[src/hw/rtl/fr_pkg.sv]
// shared types and constants of the fragment reassembler
package fr_pkg;

   // sizing
   localparam int MAX_FRAGS  = 16;
   localparam int SLOT_BYTES = 1024;
   localparam int MAX_FRAME  = 8192;
   localparam int SLOT_W     = $clog2(MAX_FRAGS);
   localparam int OFF_W      = $clog2(SLOT_BYTES);
   localparam int SLEN_W     = $clog2(SLOT_BYTES + 1);
   localparam int STORE_AW   = SLOT_W + OFF_W;
   localparam int FB_AW      = $clog2(MAX_FRAME);
   localparam int CNT_W      = 5;
   localparam int LEN_W      = 14;
   localparam int TOTAL_W    = 15;

   // register indexes
   localparam logic REG_MAX_FRAGMENTS   = 1'b0;
   localparam logic REG_MAX_FRAME_BYTES = 1'b1;

   // result status codes
   localparam logic [3:0] ST_STORED    = 4'd0;
   localparam logic [3:0] ST_DUP       = 4'd1;
   localparam logic [3:0] ST_BAD_COUNT = 4'd2;
   localparam logic [3:0] ST_BAD_INDEX = 4'd3;
   localparam logic [3:0] ST_NO_FRAME  = 4'd4;
   localparam logic [3:0] ST_RANGE     = 4'd5;
   localparam logic [3:0] ST_READY     = 4'd6;
   localparam logic [3:0] ST_MISSING   = 4'd7;
   localparam logic [3:0] ST_TOO_LARGE = 4'd8;
   localparam logic [3:0] ST_OVERFLOW  = 4'd9;
   localparam logic [3:0] ST_READ      = 4'd10;
   localparam logic [3:0] ST_NOTHING   = 4'd11;

   // kind of a queued beat
   typedef enum logic [1:0] {
      CMD_READ,
      CMD_HEAD,
      CMD_BODY
   } cmd_kind_type;

   typedef struct packed {
      cmd_kind_type kind;
      logic [7:0]   frag_index;
      logic [7:0]   frag_count;
      logic         byte_valid;
      logic [7:0]   data_byte;
      logic         last_byte;
   } cmd_type;

endpackage

[src/hw/rtl/fr_front.sv]
// front end: accepts beats, tags them as read, header or body, and queues them
module fr_front import fr_pkg::*; (
   input  logic    clock,
   input  logic    reset,
   input  logic    req_valid,
   output logic    req_ready,
   input  logic    req_op,
   input  logic [7:0] req_frag_index,
   input  logic [7:0] req_frag_count,
   input  logic    req_byte_valid,
   input  logic [7:0] req_data_byte,
   input  logic    req_last_byte,
   output logic    q_valid,
   output cmd_type q_item,
   input  logic    q_pop
);

   cmd_type    entry_ff [2];
   logic       wr_ptr_ff, rd_ptr_ff;
   logic [1:0] count_ff;
   logic       in_frag_ff;
   logic       push;
   cmd_type    beat_cmd;

   assign req_ready = (count_ff != 2'd2);
   assign push      = req_valid && req_ready;
   assign q_valid   = (count_ff != 2'd0);
   assign q_item    = entry_ff[rd_ptr_ff];

   // classify the incoming beat
   always_comb begin
      beat_cmd.kind       = req_op ? CMD_READ : (in_frag_ff ? CMD_BODY : CMD_HEAD);
      beat_cmd.frag_index = req_frag_index;
      beat_cmd.frag_count = req_frag_count;
      beat_cmd.byte_valid = req_byte_valid;
      beat_cmd.data_byte  = req_data_byte;
      beat_cmd.last_byte  = req_last_byte;
   end

   // queue storage
   always_ff @(posedge clock) begin
      if (push) begin
         entry_ff[wr_ptr_ff] <= beat_cmd;
      end
   end

   // pointers and fragment tracking
   always_ff @(posedge clock) begin
      if (reset) begin
         wr_ptr_ff  <= 1'b0;
         rd_ptr_ff  <= 1'b0;
         count_ff   <= 2'd0;
         in_frag_ff <= 1'b0;
      end else begin
         if (push) begin
            wr_ptr_ff <= ~wr_ptr_ff;
         end
         if (q_pop) begin
            rd_ptr_ff <= ~rd_ptr_ff;
         end
         count_ff <= count_ff + 2'(push) - 2'(q_pop);
         if (push && !req_op) begin
            in_frag_ff <= !req_last_byte;
         end
      end
   end

endmodule

[config.mk]
export PLATFORM = sky130hd
export DESIGN_NAME = fr_front
export DESIGN_NICKNAME = d
export VERILOG_FILES = /design/src/hw/rtl/fr_pkg.sv /design/src/hw/rtl/fr_front.sv
export SDC_FILE = /design/constraint.sdc
export NUM_CORES = 1
export LEC_CHECK = 0
export ABC_CLOCK_PERIOD_IN_PS = 2600
export BUFFER_PORTS_ARGS = -buffer_cell sky130_fd_sc_hd__buf_2
export CAP_MARGIN = 20
export CORE_UTILIZATION = 55
export DETAILED_ROUTE_END_ITERATION = 16
export PLACE_DENSITY = 0.94
export SYNTH_ARGS = -nofsm -noshare
export SYNTH_HDL_FRONTEND = slang
export SYNTH_SLANG_ARGS = --single-unit
[constraint.sdc]
create_clock -name clock -period 2.6 [get_ports clock]
set_input_delay 0.39 -clock clock [delete_from_list [all_inputs] [get_ports clock]]
set_output_delay 0.39 -clock clock [all_outputs]
set_load 0.01 [all_outputs]
==> results of run 1 <==
## metrics by stage
| step | total power [W] | cell area [um2] | setup slack [ps] |
|---|---|---|---|
| 2_1_floorplan | 0.00150 | 2330 | 867 |
| 3_3_place_gp | 0.00163 | 2690 | 976 |
| 3_5_place_dp | 0.00166 | 2690 | 933 |
| 4_1_cts | 0.00242 | 2870 | 785 |
| 5_1_grt | 0.00250 | 2870 | 742 |
| 6_report | 0.00240 | 2870 | 808 |
## where the power goes
group / leakage, nW / total (W) / internal (W) / switching (W)
clock: 0.0896 / 0.000762 / 0.000430 / 0.000332
combinational: 0.441 / 0.000388 / 0.000180 / 0.000208
sequential: 0.573 / 0.00125 / 0.00121 / 0.0000338
## worst min path at each step
stage / cells after the start / endpoint / slack, ps / startpoint
floorplan: 1 / wr_ptr_ff / 450 / reset
global placement: 2 / rd_ptr_ff / 500 / rd_ptr_ff
global route: 1 / entry_ff[1][21] / 220 / req_frag_index[3]
detailed placement: 2 / rd_ptr_ff / 510 / rd_ptr_ff
CTS: 1 / entry_ff[0][21] / 230 / req_frag_index[3]
finish: 1 / entry_ff[1][21] / 250 / req_frag_index[3]
## cells by family (layout without fill, tap and decap cells)
group | after synthesis | count (layout) | share of synthesized area
simple gates | 12 | 12 | 0.0322
flops | 62 | 62 | 0.773
buf+inv | 7 | 83 | 0.0209
compound gates | 7 | 7 | 0.0220
xor+xnor | 3 | 3 | 0.0113
mux | 28 | 28 | 0.135
fa+ha+maj | 1 | 1 | 0.00537
## sequential cells by signal, indices dropped and copies added, names as in the netlist, named ones only
signal / count
wr_ptr_ff: 1
entry_ff: 56
count_ff: 2
in_frag_ff: 1
rd_ptr_ff: 1
## per-layer routing
metal / vias to the layer above / global-route usage
met5: - / 0
met4: 0 / 0.122
met3: 9 / 0.0873
met2: 46 / 0.289
met1: 591 / 0.212
li1: 602 / -
## cells in the mapped netlist (2+ instances only)
cell type  count
buf_6          3
dfxtp_1        6
edfxtp_1      56
inv_1          2
inv_2          2
mux2_2        27
nor2_1         4
nor2b_1        3
o21ai_0        2
xnor2_1        3
## layout make-up
class	instances	area share
multi-input cells	51	0.167
well taps	50	0.0218
repair buffers	64	0.115
inverters	4	0.00523
clock buffers	10	0.0445
flip-flops and latches	62	0.628
clock inverters	5	0.0179
## cell usage in the layout, fill, tap and decap left out
cell / count
buf_2: 60
edfxtp_1: 56
mux2_2: 27
clkbuf_8: 9
dfxtp_1: 6
nor2_1: 4
buf_4: 4
xnor2_1: 3
nor2b_1: 3
inv_2: 2
inv_1: 2
o21ai_0: 2
clkinv_2: 2
mux2_1: 1
nor2b_4: 1
nand2_1: 1
and3_1: 1
or2_2: 1
or3_4: 1
a21oi_2: 1
o2111ai_1: 1
a21bo_2: 1
a21oi_1: 1
a311oi_1: 1
ha_1: 1
clkinvlp_4: 1
clkinv_1: 1
bufinv_16: 1
clkbuf_1: 1
==> flow_summary.json, run 1 <==
{
  "hold_class": "primary input to register",
  "cp_max_fo": 14,
  "power.leakage_nw": 1.10,
  "portBuffers": 60,
  "clock-root-buffer": "clkbuf_8",
  "fin_skew_ps": 6.32,
  "clk_path_buf_depth": 2,
  "synth_seq_cells": 62,
  "rrSetupSlack_ps": 960,
  "wl_um": 3790,
  "initial_core_util": 0.579,
  "worst_r2r_startpoint": "count_ff[1]",
  "clock_latency_ps": 330,
  "critPathSlowestCell": "mux2_2",
  "fin_cells": 246,
  "num_rows": 23,
  "drt_first_pass_iters": 4,
  "post_cts_buffers": 0,
  "synthFlopType": "edfxtp_1",
  "highest_layer": "met4",
  "grt_first_pass_wirelength_um": 5440,
  "cp.arrival_ps": 1400,
  "whs_ps": 247,
  "tightest_slew_ps": 370,
  "route.detailed.drc": 0,
  "seq_area_um2": 1800,
  "crit_required_ps": 2210,
  "fillers": 264,
  "cts_hold_buf": 0,
  "antennaDiodeCount": 0,
  "cts_buffers": 9,
  "worstSetupStartpointType": "register",
  "wl_met2_um": 1940,
  "setup_viol": 0,
  "grt_remaining_overflow": 0,
  "fin_util": 0.712,
  "yosysTopAreaCellShare": 0.721,
  "maxCapViolations": 0,
  "ys_types": 22,
  "die_area_um2": 4500,
  "die_w_um": 67.1,
  "cp.depth": 3,
  "cp-endpoint": "q_item[27]",
  "first_global_vias": 1153,
  "critical_path_buf_inv_count": 2,
  "yosysWarningCount": 0,
  "synth.avg_cell_area_um2": 19.4,
  "criticalPathCategory": "register to output pin",
  "clkTransAtPathRegs_ps": 60,
  "htree_levels": 3,
  "syn2layout_area_growth_pct": 23.1,
  "syn-instance-count": 120,
  "multiInputGateArea_um2": 480,
  "wl_per_cell_um": 15.4,
  "grt_max_degree": 29,
  "vias_per_cell": 5.07,
  "finalCritPeriodShare": 0.689,
  "gp_congestion": 0.786,
  "detail_route.iter0.violations": 68,
  "cellPowerDensity_nw_per_um2": 836,
  "synth_seq_area_share": 0.773,
  "max_slew_margin": 0.754,
  "status": "complete, no violations",
  "endpoint_kind": "output pin",
  "clock-sinks": 62,
  "via_count": 1248,
  "antenna_left": 0,
  "antenna_found_initial": 0,
  "cts_tree": "done",
  "fmax_ghz": 0.558,
  "synth_largest_area_cell": "edfxtp_1",
  "placed_cells": 231,
  "maxSlewViolCount": 0,
  "crit_family": "multiplexers",
  "wl_met3_um": 246,
  "syn_area_um2": 2330,
  "synth_nets": 152,
  "yosys-top-cells-area": "edfxtp_1 72%, mux2_2 13%, dfxtp_1 5.2%",
  "cts_resized": 0,
  "dpl.hpwl_um": 2560,
  "tns_ps": 0,
  "rsz0062_at_grt": "no",
  "hold_violations": 0,
  "slowest_delay_ps": 380,
  "async_flop_share": 0,
  "track_usage": 0.189,
  "max-vdd-ir-drop_uv": 524,
  "worstReg2RegEnd": "count_ff[1]",
  "finalNetCount": 224,
  "die_y_um": 67.1,
  "met1_length_um": 1510,
  "reg2reg_depth": 8,
  "crit_chain": "buf_4 > mux2_2 > buf_2",
  "ios": 61,
  "drive_gt1_frac": 0.566,
  "design.core.area_um2": 4030,
  "fin_crit_ps": 1790,
  "synth_edf_count": 56
}
Note: power is estimated with default switching activity, not from simulation.
==> inputs of run 2 (changes only) <==
--- a/config.mk
+++ b/config.mk
@@ -5,12 +5,12 @@
 export SDC_FILE = /design/constraint.sdc
 export NUM_CORES = 1
 export LEC_CHECK = 0
-export ABC_CLOCK_PERIOD_IN_PS = 2600
+export ABC_CLOCK_PERIOD_IN_PS = 1700
 export BUFFER_PORTS_ARGS = -buffer_cell sky130_fd_sc_hd__buf_2
 export CAP_MARGIN = 20
-export CORE_UTILIZATION = 55
+export CORE_UTILIZATION = 51
 export DETAILED_ROUTE_END_ITERATION = 16
-export PLACE_DENSITY = 0.94
+export PLACE_DENSITY = 0.88
 export SYNTH_ARGS = -nofsm -noshare
 export SYNTH_HDL_FRONTEND = slang
 export SYNTH_SLANG_ARGS = --single-unit
==> constraint.sdc (replaced) <==
create_clock -name clock -period 1.7 [get_ports clock]
set_input_delay 0.255 -clock clock [delete_from_list [all_inputs] [get_ports clock]]
set_output_delay 0.255 -clock clock [all_outputs]
set_load 0.01 [all_outputs]
==> run 2 against run 1 <==
  * Clock power up 31%
  * First-iteration DRC count down 8.8%
  * Combinational power up 58%
  * Largest cell class unchanged
  * Critical path depth unchanged
  * Routed wire length down 0.11%
  * Clock-buffer cell count up 2
==> flow_summary.json, run 2 (synthesis results as in run 1) <==
{
  "fmax_ghz": 0.614,
  "crit_required_ps": 1440,
  "die_y_um": 69.6,
  "maxSlewViolCount": 0,
  "power.switching_w": 0.000856,
  "grt_max_degree": 29,
  "hold_violations": 0,
  "die_area_um2": 4840,
  "whs_ps": 105,
  "grt_remaining_overflow": 0,
  "max-vdd-ir-drop_uv": 601,
  "worstSetupStartpointType": "register",
  "fin_crit_ps": 1630,
  "track_usage": 0.163,
  "initial_core_util": 0.532,
  "power.leakage_nw": 1.10,
  "biggestRegsByFlops": "entry_ff (56), count_ff (2)",
  "largest_reg_flops": 56,
  "hold_class": "primary input to register",
  "status": "complete, no violations",
  "portBuffers": 60,
  "clk_path_buf_depth": 2,
  "antenna_found_initial": 0,
  "route.detailed.drc": 0,
  "antennaDiodeCount": 0,
  "wl_per_cell_um": 15.2,
  "rsz0062_at_grt": "no",
  "via_count": 1257,
  "wl_um": 3790,
  "die_w_um": 69.6,
  "cts_buffers": 9,
  "clock_latency_ps": 330,
  "final_common_cell": "buf_2",
  "fin_skew_ps": 5.77,
  "gp_congestion": 0.689,
  "p_total_w": 0.00352,
  "sw_frac_of_total": 0.243,
  "ios": 61,
  "drt_first_pass_iters": 4,
  "tightest_slew_ps": 215,
  "clkPwrFrac": 0.285,
  "fillers": 335,
  "cp_max_fo": 14,
  "rrSetupSlack_ps": 150,
  "dpl.hpwl_um": 2370,
  "drive_gt1_frac": 0.563,
  "tns_ps": 0,
  "final_cell_mix": "60 x buf_2, 56 x edfxtp_1, 27 x mux2_2, 9 x clkbuf_8, 5 x dfxtp_1",
  "regMostFlops": "entry_ff",
  "clkTransAtPathRegs_ps": 60,
  "maxCapViolations": 0,
  "cp.arrival_ps": 1370,
  "finalNetCount": 225,
  "num_rows": 24,
  "design.core.area_um2": 4380,
  "max_slew_margin": 0.855,
  "fin_util": 0.660,
  "antenna_left": 0,
  "p_comb_frac": 0.174,
  "first_global_vias": 1248,
  "grt_first_pass_wirelength_um": 5600,
  "clock-sinks": 62,
  "finalCritPeriodShare": 0.957,
  "syn2layout_area_growth_pct": 24.2,
  "clock-root-buffer": "clkbuf_8",
  "setup_viol": 0,
  "htree_levels": 3,
  "vias_per_cell": 5.05,
  "endpoint_kind": "output pin",
  "criticalPathCategory": "register to output pin",
  "detail_route.iter0.violations": 62,
  "cellInternalPower_w": 0.00267,
  "p_seq_frac": 0.541,
  "cellPowerDensity_nw_per_um2": 1220,
  "cts_tree": "done"
}
==> run 2: cell type report <==
| type | count | area [um2] | area share |
|---|---|---|---|
| Clock buffer | 12 | 135 | 0.0467 |
| Sequential cell | 62 | 1800 | 0.623 |
| Timing Repair Buffer | 65 | 380 | 0.131 |
| Multi-Input combinational cell | 51 | 480 | 0.166 |
| Tap cell | 52 | 65.1 | 0.0225 |
| Inverter | 4 | 18.8 | 0.00648 |
| Clock inverter | 3 | 12.5 | 0.00432 |
==> run 2: power groups by stage <==
stage          Clock [W]  Combinational (W)  Sequential, W
5_1_grt          0.00110           0.000665        0.00192
2_1_floorplan          0           0.000379        0.00192
4_1_cts          0.00104           0.000615        0.00191
3_5_place_dp           0           0.000611        0.00194
6_report         0.00100           0.000613        0.00191
3_3_place_gp           0           0.000596        0.00193
==> run 2: what timing repair did <==
item / CTS / global route
hold buffers: 0 / 0
hold endpoints to repair: 0 / 0
gates resized for setup: 0 / 1
buffers inserted: 0 / 0
endpoints found under the setup margin: 0 / 3
==> run 2: layer usage <==
metal	vias to the layer above	global-route usage	part of all wire	wire length, um
met5	-	0	0	0
met4	0	0.0748	0.015	57
met3	7	0.0959	0.083	315
met2	46	0.258	0.48	1840
met1	600	0.176	0.42	1580
li1	604	-	-	-
==> run 2: critical path, cell delays in order, from the launching register on <==
cell,delay [ps]
dfxtp_2,380
clkbuf_16,190
mux2_2,330
buf_2,140
==> run 2: metrics by stage <==
stage	std cells	worst slack [ps]	instance area [um2]
after global placement	233	220	2720
after CTS	248	35.3	2870
after global routing	249	3.81	2900
after floorplan	120	14.2	2330
after detailed placement	233	133	2720
final	249	72.5	2900
==> run 2: worst paths after layout <==
path	startpoint	end	depth (start not counted)
worst max-delay path	register	q_item[16]	3
worst min-delay path	req_frag_index[4]	entry_ff[1][22]	1
worst max register to register	count_ff[1]	count_ff[1]	8
worst min register to register	rd_ptr_ff	register	2
